File: src/rtl/core/lrdc_pkg.sv
// ----------------------------------------------------------------------------
// Log record deframer package
// Shared types, result kinds, error codes and the byte-wide CRC-32 update.
// ----------------------------------------------------------------------------
package lrdc_pkg;

    localparam int unsigned HdrBytes   = 23;
    localparam int unsigned CrcBytes   = 4;
    localparam logic [31:0] CrcPoly    = 32'hEDB88320;
    localparam logic [31:0] AllOnes    = 32'hFFFFFFFF;
    localparam logic [20:0] LimitReset = 21'(1024 * 1024);
    localparam int unsigned QueueDepth = 4;

    localparam logic [1:0] KIND_PAYLOAD = 2'd0;
    localparam logic [1:0] KIND_ACCEPT  = 2'd1;
    localparam logic [1:0] KIND_REJECT  = 2'd2;
    localparam logic [1:0] KIND_EOL     = 2'd3;

    localparam logic [2:0] ERR_NONE     = 3'd0;
    localparam logic [2:0] ERR_MAGIC    = 3'd1;
    localparam logic [2:0] ERR_LENGTH   = 3'd2;
    localparam logic [2:0] ERR_CRC      = 3'd3;
    localparam logic [2:0] ERR_TRUNC    = 3'd4;

    localparam logic CFG_MAGIC = 1'b0;
    localparam logic CFG_LIMIT = 1'b1;

    // One result word: kind, payload byte, header fields, error, count, last.
    typedef struct packed {
        logic        last;
        logic [31:0] accepted_count;
        logic [2:0]  error_code;
        logic [20:0] payload_length;
        logic [31:0] object_number;
        logic [15:0] object_kind;
        logic [7:0]  op_code;
        logic [63:0] tx_id;
        logic [7:0]  payload_byte;
        logic [1:0]  kind;
    } t_result;

    // Classified input byte with the up to three results it causes.
    typedef struct packed {
        logic [1:0] count;
        t_result    r0;
        t_result    r1;
        t_result    r2;
    } t_entry;

    function automatic logic [31:0] crc_byte(input logic [31:0] c_in,
                                             input logic [7:0]  b);
        logic [31:0] c;
        c = c_in ^ {24'd0, b};
        for (int j = 0; j < 8; j++) begin
            c = (c >> 1) ^ (CrcPoly & {32{c[0]}});
        end
        return c;
    endfunction

endpackage

File: src/rtl/core/lrdc_front.sv
// ----------------------------------------------------------------------------
// Log record deframer front end
// Parses headers, runs the CRCs and builds the results each byte causes.
// ----------------------------------------------------------------------------
module lrdc_front (
    input  logic              i_clk,
    input  logic              i_rst_n,
    input  logic              i_cfg_we,
    input  logic              i_cfg_idx,
    input  logic [31:0]       i_cfg_data,
    input  logic              i_valid,
    input  logic [7:0]        i_byte,
    input  logic              i_eol,
    output lrdc_pkg::t_entry  o_entry
);
    import lrdc_pkg::*;

    typedef enum logic [2:0] {
        PH_HEADER  = 3'b001,
        PH_PAYLOAD = 3'b010,
        PH_CHECK   = 3'b100
    } t_phase;

    logic [31:0] r_magic_cfg;
    logic [20:0] r_limit;
    t_phase      r_phase, n_phase;
    logic [20:0] r_idx, n_idx;
    logic [31:0] r_hmagic, n_hmagic;
    logic [63:0] r_tx, n_tx;
    logic [7:0]  r_op, n_op;
    logic [15:0] r_okind, n_okind;
    logic [31:0] r_onum, n_onum;
    logic [31:0] r_len, n_len;
    logic [31:0] r_hcrc, n_hcrc;
    logic [31:0] r_pcrc, n_pcrc;
    logic [31:0] r_scrc, n_scrc;
    logic [31:0] r_count, n_count;
    logic        r_halted, n_halted;

    t_result     res [3];
    logic [1:0]  cnt;
    logic [31:0] calc;
    logic [4:0]  hi;

    function automatic t_result mk(input logic [1:0] k, input logic [7:0] pb,
                                   input logic [2:0] e, input logic [63:0] tx,
                                   input logic [7:0] op, input logic [15:0] ok,
                                   input logic [31:0] on, input logic [31:0] ln,
                                   input logic [31:0] ac);
        t_result r;
        logic    rec;
        rec = (k != KIND_EOL);
        r.kind           = k;
        r.payload_byte   = pb;
        r.tx_id          = rec ? tx : 64'd0;
        r.op_code        = rec ? op : 8'd0;
        r.object_kind    = rec ? ok : 16'd0;
        r.object_number  = rec ? on : 32'd0;
        r.payload_length = rec ? ln[20:0] : 21'd0;
        r.error_code     = e;
        r.accepted_count = ac;
        r.last           = 1'b0;
        return r;
    endfunction

    always_comb begin
        n_phase = r_phase;   n_idx = r_idx;     n_hmagic = r_hmagic;
        n_tx = r_tx;         n_op = r_op;       n_okind = r_okind;
        n_onum = r_onum;     n_len = r_len;     n_hcrc = r_hcrc;
        n_pcrc = r_pcrc;     n_scrc = r_scrc;   n_count = r_count;
        n_halted = r_halted;
        cnt = 2'd0;
        res[0] = '0; res[1] = '0; res[2] = '0;
        calc = '0;
        hi = r_idx[4:0];
        if (!r_halted) begin
            unique case (r_phase)
                PH_HEADER: begin
                    if (r_idx == 21'd0) begin
                        n_hmagic = '0; n_tx = '0; n_op = '0; n_okind = '0;
                        n_onum = '0; n_len = '0; n_hcrc = AllOnes;
                        n_pcrc = AllOnes; n_scrc = '0;
                    end
                    n_hcrc = crc_byte(n_hcrc, i_byte);
                    if (hi < 5'd4)       n_hmagic[8*hi[1:0] +: 8] = i_byte;
                    else if (hi < 5'd12) n_tx[8*(3'(hi - 5'd4)) +: 8] = i_byte;
                    else if (hi == 5'd12) n_op = i_byte;
                    else if (hi < 5'd15) n_okind[8*(1'(hi - 5'd13)) +: 8] = i_byte;
                    else if (hi < 5'd19) n_onum[8*(2'(hi - 5'd15)) +: 8] = i_byte;
                    else                 n_len[8*(2'(hi - 5'd19)) +: 8] = i_byte;
                    n_idx = r_idx + 21'd1;
                    if (n_idx >= 21'(HdrBytes)) begin
                        n_idx = '0;
                        if (n_hmagic != r_magic_cfg) begin
                            res[0] = mk(KIND_REJECT, 8'd0, ERR_MAGIC, n_tx, n_op,
                                        n_okind, n_onum, n_len, n_count);
                            cnt = 2'd1; n_halted = 1'b1;
                        end else if (n_len > {11'd0, r_limit}) begin
                            res[0] = mk(KIND_REJECT, 8'd0, ERR_LENGTH, n_tx, n_op,
                                        n_okind, n_onum, n_len, n_count);
                            cnt = 2'd1; n_halted = 1'b1;
                        end else begin
                            n_phase = (n_len != 32'd0) ? PH_PAYLOAD : PH_CHECK;
                        end
                    end
                end
                PH_PAYLOAD: begin
                    n_pcrc = crc_byte(r_pcrc, i_byte);
                    res[0] = mk(KIND_PAYLOAD, i_byte, ERR_NONE, r_tx, r_op,
                                r_okind, r_onum, r_len, r_count);
                    cnt = 2'd1;
                    n_idx = r_idx + 21'd1;
                    if ({11'd0, n_idx} >= r_len) begin
                        n_idx = '0; n_phase = PH_CHECK;
                    end
                end
                PH_CHECK: begin
                    n_scrc[8*r_idx[1:0] +: 8] = i_byte;
                    n_idx = r_idx + 21'd1;
                    if (n_idx >= 21'(CrcBytes)) begin
                        n_idx = '0; n_phase = PH_HEADER;
                        calc = ~r_hcrc ^ ((r_len != 32'd0) ? ~r_pcrc : 32'd0);
                        if (calc == n_scrc) begin
                            n_count = r_count + 32'd1;
                            res[0] = mk(KIND_ACCEPT, 8'd0, ERR_NONE, r_tx, r_op,
                                        r_okind, r_onum, r_len, n_count);
                        end else begin
                            res[0] = mk(KIND_REJECT, 8'd0, ERR_CRC, r_tx, r_op,
                                        r_okind, r_onum, r_len, r_count);
                            n_halted = 1'b1;
                        end
                        cnt = 2'd1;
                    end
                end
                default: n_phase = PH_HEADER;
            endcase
        end
        if (i_eol) begin
            if (!n_halted && (n_phase != PH_HEADER || n_idx != 21'd0)) begin
                res[cnt] = mk(KIND_REJECT, 8'd0, ERR_TRUNC, n_tx, n_op,
                              n_okind, n_onum, n_len, n_count);
                cnt = cnt + 2'd1;
            end
            res[cnt] = mk(KIND_EOL, 8'd0, ERR_NONE, '0, '0, '0, '0, '0, n_count);
            cnt = cnt + 2'd1;
            n_phase = PH_HEADER; n_idx = '0; n_hmagic = '0; n_tx = '0;
            n_op = '0; n_okind = '0; n_onum = '0; n_len = '0;
            n_hcrc = AllOnes; n_pcrc = AllOnes; n_scrc = '0;
            n_count = '0; n_halted = 1'b0;
        end
        if (cnt != 2'd0) res[cnt - 2'd1].last = 1'b1;
        o_entry.count = cnt;
        o_entry.r0 = res[0];
        o_entry.r1 = res[1];
        o_entry.r2 = res[2];
    end

    always_ff @(posedge i_clk) begin
        if (!i_rst_n) begin
            r_magic_cfg <= '0;
            r_limit     <= LimitReset;
        end else if (i_cfg_we) begin
            if (i_cfg_idx == CFG_MAGIC) r_magic_cfg <= i_cfg_data;
            else                        r_limit     <= i_cfg_data[20:0];
        end
    end

    always_ff @(posedge i_clk) begin
        if (!i_rst_n) begin
            r_phase <= PH_HEADER; r_idx <= '0; r_hmagic <= '0; r_tx <= '0;
            r_op <= '0; r_okind <= '0; r_onum <= '0; r_len <= '0;
            r_hcrc <= AllOnes; r_pcrc <= AllOnes; r_scrc <= '0;
            r_count <= '0; r_halted <= 1'b0;
        end else if (i_valid) begin
            r_phase <= n_phase; r_idx <= n_idx; r_hmagic <= n_hmagic;
            r_tx <= n_tx; r_op <= n_op; r_okind <= n_okind; r_onum <= n_onum;
            r_len <= n_len; r_hcrc <= n_hcrc; r_pcrc <= n_pcrc;
            r_scrc <= n_scrc; r_count <= n_count; r_halted <= n_halted;
        end
    end

endmodule

File: src/rtl/core/lrdc_back.sv
// ----------------------------------------------------------------------------
// Log record deframer back end
// Queues classified bytes and plays out their results one word at a time.
// ----------------------------------------------------------------------------
module lrdc_back #(
    parameter int unsigned DEPTH = lrdc_pkg::QueueDepth
) (
    input  logic              i_clk,
    input  logic              i_rst_n,
    input  logic              i_push,
    input  lrdc_pkg::t_entry  i_entry,
    output logic              o_ready,
    output logic              o_valid,
    output lrdc_pkg::t_result o_result,
    input  logic              i_ready
);
    import lrdc_pkg::*;

    localparam int unsigned AW = (DEPTH > 1) ? $clog2(DEPTH) : 1;

    t_entry           r_mem [DEPTH];
    logic [AW-1:0]    r_wp, r_rp;
    logic [AW:0]      r_fill;
    logic [1:0]       r_sub;
    t_entry           head;
    logic             pop, take, push_eff;

    assign head     = r_mem[r_rp];
    assign o_valid  = (r_fill != '0);
    assign o_result = (r_sub == 2'd0) ? head.r0 : (r_sub == 2'd1) ? head.r1 : head.r2;
    assign take     = o_valid && i_ready;
    assign pop      = take && (r_sub + 2'd1 == head.count);
    assign push_eff = i_push && (i_entry.count != 2'd0);
    assign o_ready  = (r_fill < (AW+1)'(DEPTH));

    always_ff @(posedge i_clk) begin
        if (push_eff) r_mem[r_wp] <= i_entry;
    end

    always_ff @(posedge i_clk) begin
        if (!i_rst_n) begin
            r_wp <= '0; r_rp <= '0; r_fill <= '0; r_sub <= '0;
        end else begin
            if (push_eff) r_wp <= (r_wp == AW'(DEPTH - 1)) ? '0 : r_wp + 1'b1;
            if (pop) begin
                r_rp  <= (r_rp == AW'(DEPTH - 1)) ? '0 : r_rp + 1'b1;
                r_sub <= '0;
            end else if (take) begin
                r_sub <= r_sub + 2'd1;
            end
            r_fill <= r_fill + (AW+1)'(push_eff) - (AW+1)'(pop);
        end
    end

endmodule

File: src/rtl/core/log_record_deframer_checker_core.sv
// ----------------------------------------------------------------------------
// Log record deframer and checker
// Splits a log byte stream into records, checks each against its CRC-32.
// ----------------------------------------------------------------------------
// Input words carry one log byte and an end-of-log flag in tlast. Each word
// yields up to three output words: payload bytes are passed straight on, and
// a record ends with an accept or reject word; end of log adds a word that
// carries the accepted count. The output kind travels in tuser, and tlast
// marks the final word per input.
// The front end classifies one byte per cycle while the queue has room and
// writes the results into a four-deep queue; the back end plays them out one
// word per cycle while the receiver is ready. Results pass through the queue
// registers before they reach the output. Throughput is one input word per
// cycle while outputs flow, limited by the single output word per cycle when
// a byte causes more than one result. When the receiver stalls the queue
// fills and s_axis_tready drops. Reset clears the parser, the queue and the
// registers (magic 0, payload limit 1 MiB). Write configuration only while idle.
// ----------------------------------------------------------------------------
module log_record_deframer_checker_core #(
    parameter int unsigned QUEUE_DEPTH = lrdc_pkg::QueueDepth
) (
    input  logic         i_clk,
    input  logic         i_rst_n,
    input  logic         i_cfg_we,
    input  logic         i_cfg_idx,
    input  logic [31:0]  i_cfg_data,
    input  logic         s_axis_tvalid,
    output logic         s_axis_tready,
    input  logic [7:0]   s_axis_tdata,   // log_byte
    input  logic         s_axis_tlast,   // end_of_log
    output logic         m_axis_tvalid,
    input  logic         m_axis_tready,
    // payload_byte, tx_id, op_code, object_kind, object_number,
    // payload_length, error_code, accepted_count
    output logic [183:0] m_axis_tdata,
    output logic [1:0]   m_axis_tuser,   // kind
    output logic         m_axis_tlast    // last
);
    import lrdc_pkg::*;

    t_entry  entry;
    t_result res;
    logic    acc;

    assign acc = s_axis_tvalid && s_axis_tready;

    lrdc_front u_front (
        .i_clk, .i_rst_n, .i_cfg_we, .i_cfg_idx, .i_cfg_data,
        .i_valid(acc), .i_byte(s_axis_tdata), .i_eol(s_axis_tlast),
        .o_entry(entry)
    );

    lrdc_back #(.DEPTH(QUEUE_DEPTH)) u_back (
        .i_clk, .i_rst_n, .i_push(acc), .i_entry(entry),
        .o_ready(s_axis_tready), .o_valid(m_axis_tvalid),
        .o_result(res), .i_ready(m_axis_tready)
    );

    assign m_axis_tdata = {res.accepted_count, res.error_code,
                           res.payload_length, res.object_number,
                           res.object_kind, res.op_code, res.tx_id,
                           res.payload_byte};
    assign m_axis_tuser = res.kind;
    assign m_axis_tlast = res.last;

    a_eol_last: assert property (@(posedge i_clk) disable iff (!i_rst_n)
        m_axis_tvalid && res.kind == KIND_EOL |-> m_axis_tlast)
        else $error("end-of-log word without tlast");
    a_err_only_reject: assert property (@(posedge i_clk) disable iff (!i_rst_n)
        m_axis_tvalid && res.kind != KIND_REJECT |-> res.error_code == ERR_NONE)
        else $error("error code on non-reject word");
    a_eol_count_one: assert property (@(posedge i_clk) disable iff (!i_rst_n)
        acc && s_axis_tlast |-> entry.count != 2'd0)
        else $error("end of log produced no result");

endmodule

File: config.mk
export PLATFORM = sky130hd
export DESIGN_NAME = log_record_deframer_checker_core
export DESIGN_NICKNAME = d
export VERILOG_FILES = /design/src/rtl/core/lrdc_pkg.sv /design/src/rtl/core/lrdc_front.sv /design/src/rtl/core/lrdc_back.sv /design/src/rtl/core/log_record_deframer_checker_core.sv
export SDC_FILE = /design/constraint.sdc
export NUM_CORES = 2
export LEC_CHECK = 0
export ABC_CLOCK_PERIOD_IN_PS = 17800
export BUFFER_PORTS_ARGS = -buffer_cell sky130_fd_sc_hd__buf_2
export CAP_MARGIN = 10
export CORE_MARGIN = 2
export CORE_UTILIZATION = 28
export CTS_BUF_LIST = sky130_fd_sc_hd__clkbuf_8
export DETAILED_ROUTE_END_ITERATION = 8
export HOLD_SLACK_MARGIN = 0.03
export PLACE_DENSITY = 0.49
export SLEW_MARGIN = 25
export SYNTH_ARGS = -nofsm -noshare
export SYNTH_HDL_FRONTEND = slang
export SYNTH_SLANG_ARGS = --single-unit
File: constraint.sdc
create_clock -name i_clk -period 17.8 [get_ports i_clk]
set_clock_uncertainty 0.05 [all_clocks]
set_input_delay 1.78 -clock i_clk [delete_from_list [all_inputs] [get_ports i_clk]]
set_output_delay 1.78 -clock i_clk [all_outputs]
set_load 0.03 [all_outputs]
==> Word level (Yosys, flattened, before mapping) <==
Memory sizes are Yosys's and may differ from the RTL's. A register that Yosys moved wholly into a read port is not among the register bits.
Index checks and enable logic that the tools add are counted.
{ "word_totals": {"register_bits": 399, "ram_bits": 2252, "inputBits": 47, "mem_count": 1} }
{ "mem_list": {"columns": ["name", "depth", "width", "rd", "rd_clocked_by_memory_dff", "wr", "line", "text"], "rows": [
  ["u_back.r_mem", 4, 563, 1, 1, 1, "lrdc_back.sv:21", "t_entry r_mem [DEPTH];"]
]} }
{ "classes": {"addsub": 19, "n_lt_le_gt_ge": 15, "n_eq_ne": 13, "n_shift": 10, "mux": 144, "bitwise": 26, "reduce_logical": 26} }
{ "ops": {"columns": ["cell", "count"], "rows": [
  ["2-to-1 mux 561 bit", 4],
  ["bitwise mux 561 bit", 3],
  ["2-to-1 mux 187 bit", 9],
  ["2-to-1 mux 32 bit", 51],
  ["demux 187 bit (select 2 bit)", 3],
  ["one-hot mux 187 bit (3 select lines)", 1],
  ["2-to-1 mux 64 bit", 8],
  ["bitwise XOR 31 x 32 -> 32 bit", 16],
  ["2-to-1 mux 186 bit", 2],
  ["2-to-1 mux 16 bit", 10],
  ["bitwise mux 32 bit", 4],
  ["one-hot mux 32 bit (2 select lines)", 2],
  ["2-to-1 mux 21 bit", 5],
  ["negation 5 -> 34 bit", 3],
  ["variable shift 8 x 34 -> 32 bit, first input constant", 3],
  ["variable part select 8 x 34 -> 32 bit", 3],
  ["bitwise mux 64 bit", 1],
  ["inverter 32 bit", 2],
  ["nonzero test 32 bit", 2],
  ["variable shift 8 x 34 -> 64 bit, first input constant", 1],
  ["variable part select 8 x 34 -> 64 bit", 1],
  ["bitwise XOR 32 x 8 -> 32 bit", 2],
  ["one-hot mux 21 bit (3 select lines)", 1],
  ["2-to-1 mux 8 bit", 7],
  ["57 further kinds", 109]
]} }

==> Longest topological paths before layout <==
{ "depth": {"word_depth": 34, "mapped_depth": 32, "mapped_depth_nobuf": 25} }

==> Cells and area by module <==
A second synthesis with hierarchy kept.
{ "unflattened": {"hier_cells": 7868, "hier_area_um2": 117313.8} }
{ "modules_own_cells": {"columns": ["module", "instances", "cells_per_inst", "area_per_inst_um2", "seq_area_each_um2"], "rows": [
  ["lrdc_back", 1, 3630, 85293.1, 67845.1],
  ["lrdc_front", 1, 4237, 32014.5, 7807.5],
  ["log_record_deframer_checker_core", 1, 1, 6.3, 0.0]
]} }

==> Least setup slack after synthesis <==
OpenSTA, ideal clock, no wires.
{ "synth_path": {"path_type": "register to register", "from": "register u_front.r_idx[0]", "to": "memory u_back.r_mem[1][154] (netlist bit) (enable)", "setup_ns": 0.812, "arrival_time_ns": 14.208, "t_required_ns": 16.938, "setup_slack_ns": 2.730, "stages_incl_launch_ff": 23, "n_path_buf": 7, "synth_period_minus_slack_ns": 15.070, "path_cell_list": "dfxtp_1 -> clkbuf_1 -> clkbuf_1 -> clkinv_1 -> ha_1 -> or4b_4 -> clkbuf_1 -> nor3_2 -> clkbuf_1 -> buf_1 -> clkbuf_1 -> o22ai_1 -> inv_1 -> ha_1 -> nand4_1 -> nor2_1 -> a31oi_1 -> a21boi_0 -> a21oi_1 -> clkbuf_1 -> o21ai_0 -> a21oi_1 -> and2_1"} }
{ "synth_between": {"elab_chain_cells": 30, "elab_cells_between_ends": 80} }
{ "synth_lines": {"columns": ["item", "line", "text"], "rows": [
  ["start: declaration", "lrdc_front.sv:27", "logic [20:0] r_idx, n_idx;"],
  ["start signal: assignment", "lrdc_front.sv:175", "r_phase <= n_phase; r_idx <= n_idx; r_hmagic <= n_hmagic;"],
  ["parallel branches: the longest is 25 deep, another holds negation 5 -> 34 bit", null, null],
  ["2-to-1 mux 2 bit (*)", "lrdc_front.sv:138", "if (i_eol) begin"],
  ["nonzero test 2 bit (*)", "lrdc_back.sv:33", "assign push_eff = i_push && (i_entry.count != 2'd0);"],
  ["logical AND 1 bit (*)", "lrdc_back.sv:33", null],
  ["net u_back.push_eff", "lrdc_back.sv:26", "logic pop, take, push_eff;"],
  ["2-to-1 mux 1 bit (*)", "lrdc_back.sv:37", "if (push_eff) r_mem[r_wp] <= i_entry;"],
  ["2-to-1 mux 1 bit (implied by the code) (*)", "lrdc_back.sv:37", null],
  ["end: declaration", "lrdc_back.sv:21", null]
]} }
Mark *: on every way through the listed nets, which the timed path passes. The select of a mux whose other input is x is not followed.

==> key figures <==
Status
  • Run status: complete, no violations

Yosys
  • Synth Area in XOR/XNOR: 0.0295
  • Main combinational cell family by area after synthesis: compound AO/OA/AOI/OAI gates
  • Synth Area in Adders: 0.00904
  • Complex-gate fraction of the synthesized area: 0.119
  • Post-synthesis sequential area ratio: 0.624
  • Flops & latches, synth: 1,993
  • Multiplexer share of the synthesized area: 0.107
  • Synth cell types: 91
  • Simple-gate portion of the synthesized area: 0.0840
  • Warnings from Yosys: 0
  • Synth area leader: edfxtp_1
  • Mean Syn Cell Area: 13.8 µm²
  • Cells after Synth: 6,498
  • Top-count cell post-synth: edfxtp_1
  • Post-synth EDFFs: 1,592
  • Async set-reset flop share out of synthesis: 0
  • Synthesized cell area: 89,400 µm²
  • Top post-synthesis cells by count: edfxtp_1 (1,592), nor2_1 (590), nand2_1 (410), dfxtp_1 (401)
  • Top_reg_cell synth: edfxtp_1
  • Area share of the leading cell type in the synthesized netlist: 0.535
  • Top post-synthesis cells by area: edfxtp_1 (53%), mux4_2 (10%), dfxtp_1 (9.0%)
  • Syn Nets: 6,609

STA
  • Max frequency: 0.0982 GHz
  • Final setup violation count: 0
  • Period minus WS final: 10.18 ns
  • Post-route worst setup slack: 7.62 ns
  • RSZ-0062 raised after global routing: false
  • Rel. slew slack: 0.230
  • Fin Setup TNS: 0 ns
  • Max-slew violations: 0
  • Worst Tran Pin Value: 1.16 ns
  • Final period util: 0.572
  • Fin. Hold Viols: 0

Global route
  • Largest net degree at the start of global routing: 152
  • Total grt overflow: 0
  • Vias in the first global route: 58,600
  • Initial antenna violation count: 30
  • First-pass GRT wire length: 422,000 µm
  • Total track usage: 0.175

Placement
  • DP Worst Slack: 7.50 ns
  • DP Wirelength: 184,000 µm
  • RD Place Congestion: 0.895
  • DP Cell Count: 10,600
  • PortBufs: 235

Power
  • Clock network power share: 0.342
  • Power Density: 115 nW/µm²
  • Logic gate share of total power: 0.213
  • Switching Fraction: 0.320
  • Flop pwr share: 0.445
  • VDD IR-drop max: 0.0000900 V
  • Internal Power: 7.99 mW
  • Leak: 32.7 nW
  • Psw: 3.75 mW

Setup path
  • Worst EP required: 18.38 ns
  • Startpoint type of the worst setup path: register
  • Setup CP Type: reg -> reg
  • Worst path max stage delay: 0.95 ns
  • Crit-path slowest cell: ha_1
  • Critical Path Most Common Cell: buf_4
  • CP endpoint kind: register
  • Critical path arrival: 10.76 ns
  • Maximum fanout along the worst path: 56

Routing
  • Routed via count: 59,100
  • Total wire length: 293,000 µm
  • Initial DRC Count: 5,714
  • Drt pass-1 iters: 7
  • Drt wl/cell: 26.2 µm
  • Post-detailed-route via-to-cell ratio: 5.28
  • DR DRC count: 0
  • Antenna Nets Post-Route: 0

Final layout
  • Final #Nets: 6,835
  • Multi-input gate area: 31,400 µm²
  • Total of fill cells in the finished design: 31,400
  • Fin cells: 11,200
  • Area delta synth->final: 13.9%
  • Share of cells above drive strength 1: 0.195
  • Register Area: 55,800 µm²

Clocking
  • CTS max path bufs: 4
  • Clk sinks: 1,993
  • TritonCTS Buffers: 349
  • Clk root buf: clkbuf_8
  • CTS tree: built
  • Skew-Pair Late Insertion Delay: 1.03 ns
  • # hold bufs at CTS: 0
  • CTS resizes: 0
  • Clock slew at reported path FFs: 0.07 ns
  • Post-CTS setup buffer count: 0
  • H-tree Lvls: 5

Job
  • MaxCap Viol Count: 0

Die
  • Core area: 318,000 µm²
  • Io pins: 236
  • Row cnt: 207
  • Die Span X: 569 µm
  • Initial Util: 0.281
  • Die H: 569 µm
  • Die Area: 324,000 µm²

Worst hold path
  • Worst hold-check path type: reg -> reg
per-stage QoR:
stage	power, mW	utilization	instance area [µm²]	hold slack [ns]
CTS	11.9	0.320	102000	0.406
detailed placement	7.87	0.300	95200	0.396
floorplan	6.96	-	89400	0.385
finish	11.7	0.321	102000	0.408
global route	12.2	0.321	102000	0.439
global placement	7.86	0.299	95200	0.393
area by class of cell:
class                   instances  share of cell area
diodes                          3           0.0000737
inverters                     107             0.00397
repair buffers                377              0.0236
clock buffers                 379              0.0512
flip-flops and latches       1993               0.548
multi-input cells            3896               0.308
well taps                    4180              0.0513
clock inverters               253              0.0132
worst max-delay path, delay by kind of cell, from the launching register on:
family	cells	cell delay [ns]
AND/OR/NAND/NOR	8	2.66
buffers and inverters	6	2.44
adder cells (fa/ha/maj)	3	2.08
AO/OA/AOI/OAI	9	1.91
flip-flops	1	0.45
cell usage in the layout (no fill, tap or decap), types with 83 or more instances in the layout:
cell         n
buf_2      234
nor2_1     579
nor2b_1    120
inv_1      237
mux4_2     398
xor2_1      94
a21oi_1    213
a22o_1     151
a22oi_1    323
buf_4      131
nor3_1     102
a32oi_1     89
o21ai_0    208
xnor2_1    187
o22ai_1     98
clkbuf_8   379
edfxtp_1  1592
nand2_1    407
dfxtp_1    399
nand3_1     83
path summary, 6_finish.rpt:
kind	depth (start not counted)	from	endpoint	slack, ns
max reg2reg	26	u_front.r_idx[1]	u_back.r_mem[0][476]	7.62
max	26	u_front.r_idx[1]	u_back.r_mem[0][476]	7.62
min	2	u_front.r_hmagic[19]	u_front.r_hmagic[19]	0.41
min reg2reg	2	u_front.r_hmagic[19]	u_front.r_hmagic[19]	0.41
power by group through the flow:
| stage | registers [mW] | logic, mW | clock network [mW] |
|---|---|---|---|
| after global placement | 5.31 | 2.54 | 0 |
| after floorplan | 5.36 | 1.60 | 0 |
| final | 5.22 | 2.50 | 4.02 |
| after global routing | 5.23 | 2.65 | 4.33 |
| after detailed placement | 5.32 | 2.55 | 0 |
| after CTS | 5.22 | 2.55 | 4.13 |
per-layer routing:
metal / part of all wire / wire [µm] / global-route usage
met1: 0.44 / 129000 / 0.240
met2: 0.47 / 139000 / 0.284
met3: 0.061 / 17900 / 0.0296
met4: 0.025 / 7260 / 0.0460
met5: 0.000096 / 28 / 0
flip-flops by register name, summed over array words and instances, names as in the netlist, 32 cells and up, named ones only:
signal	count
u_front.r_pcrc	32
u_front.r_magic_cfg	32
u_back.r_mem	1592
u_front.r_hmagic	32
u_front.r_tx	64
u_front.r_hcrc	32
u_front.r_count	32
u_front.r_onum	32
u_front.r_scrc	32
u_front.r_len	32
logic make-up after synthesis:
logic type,Yosys count
compound gates,1473
buf+inv,609
mux,462
flops,1993
xor+xnor,289
simple gates,1608
fa+ha+maj,64
Power figures use the tool's default switching activity.
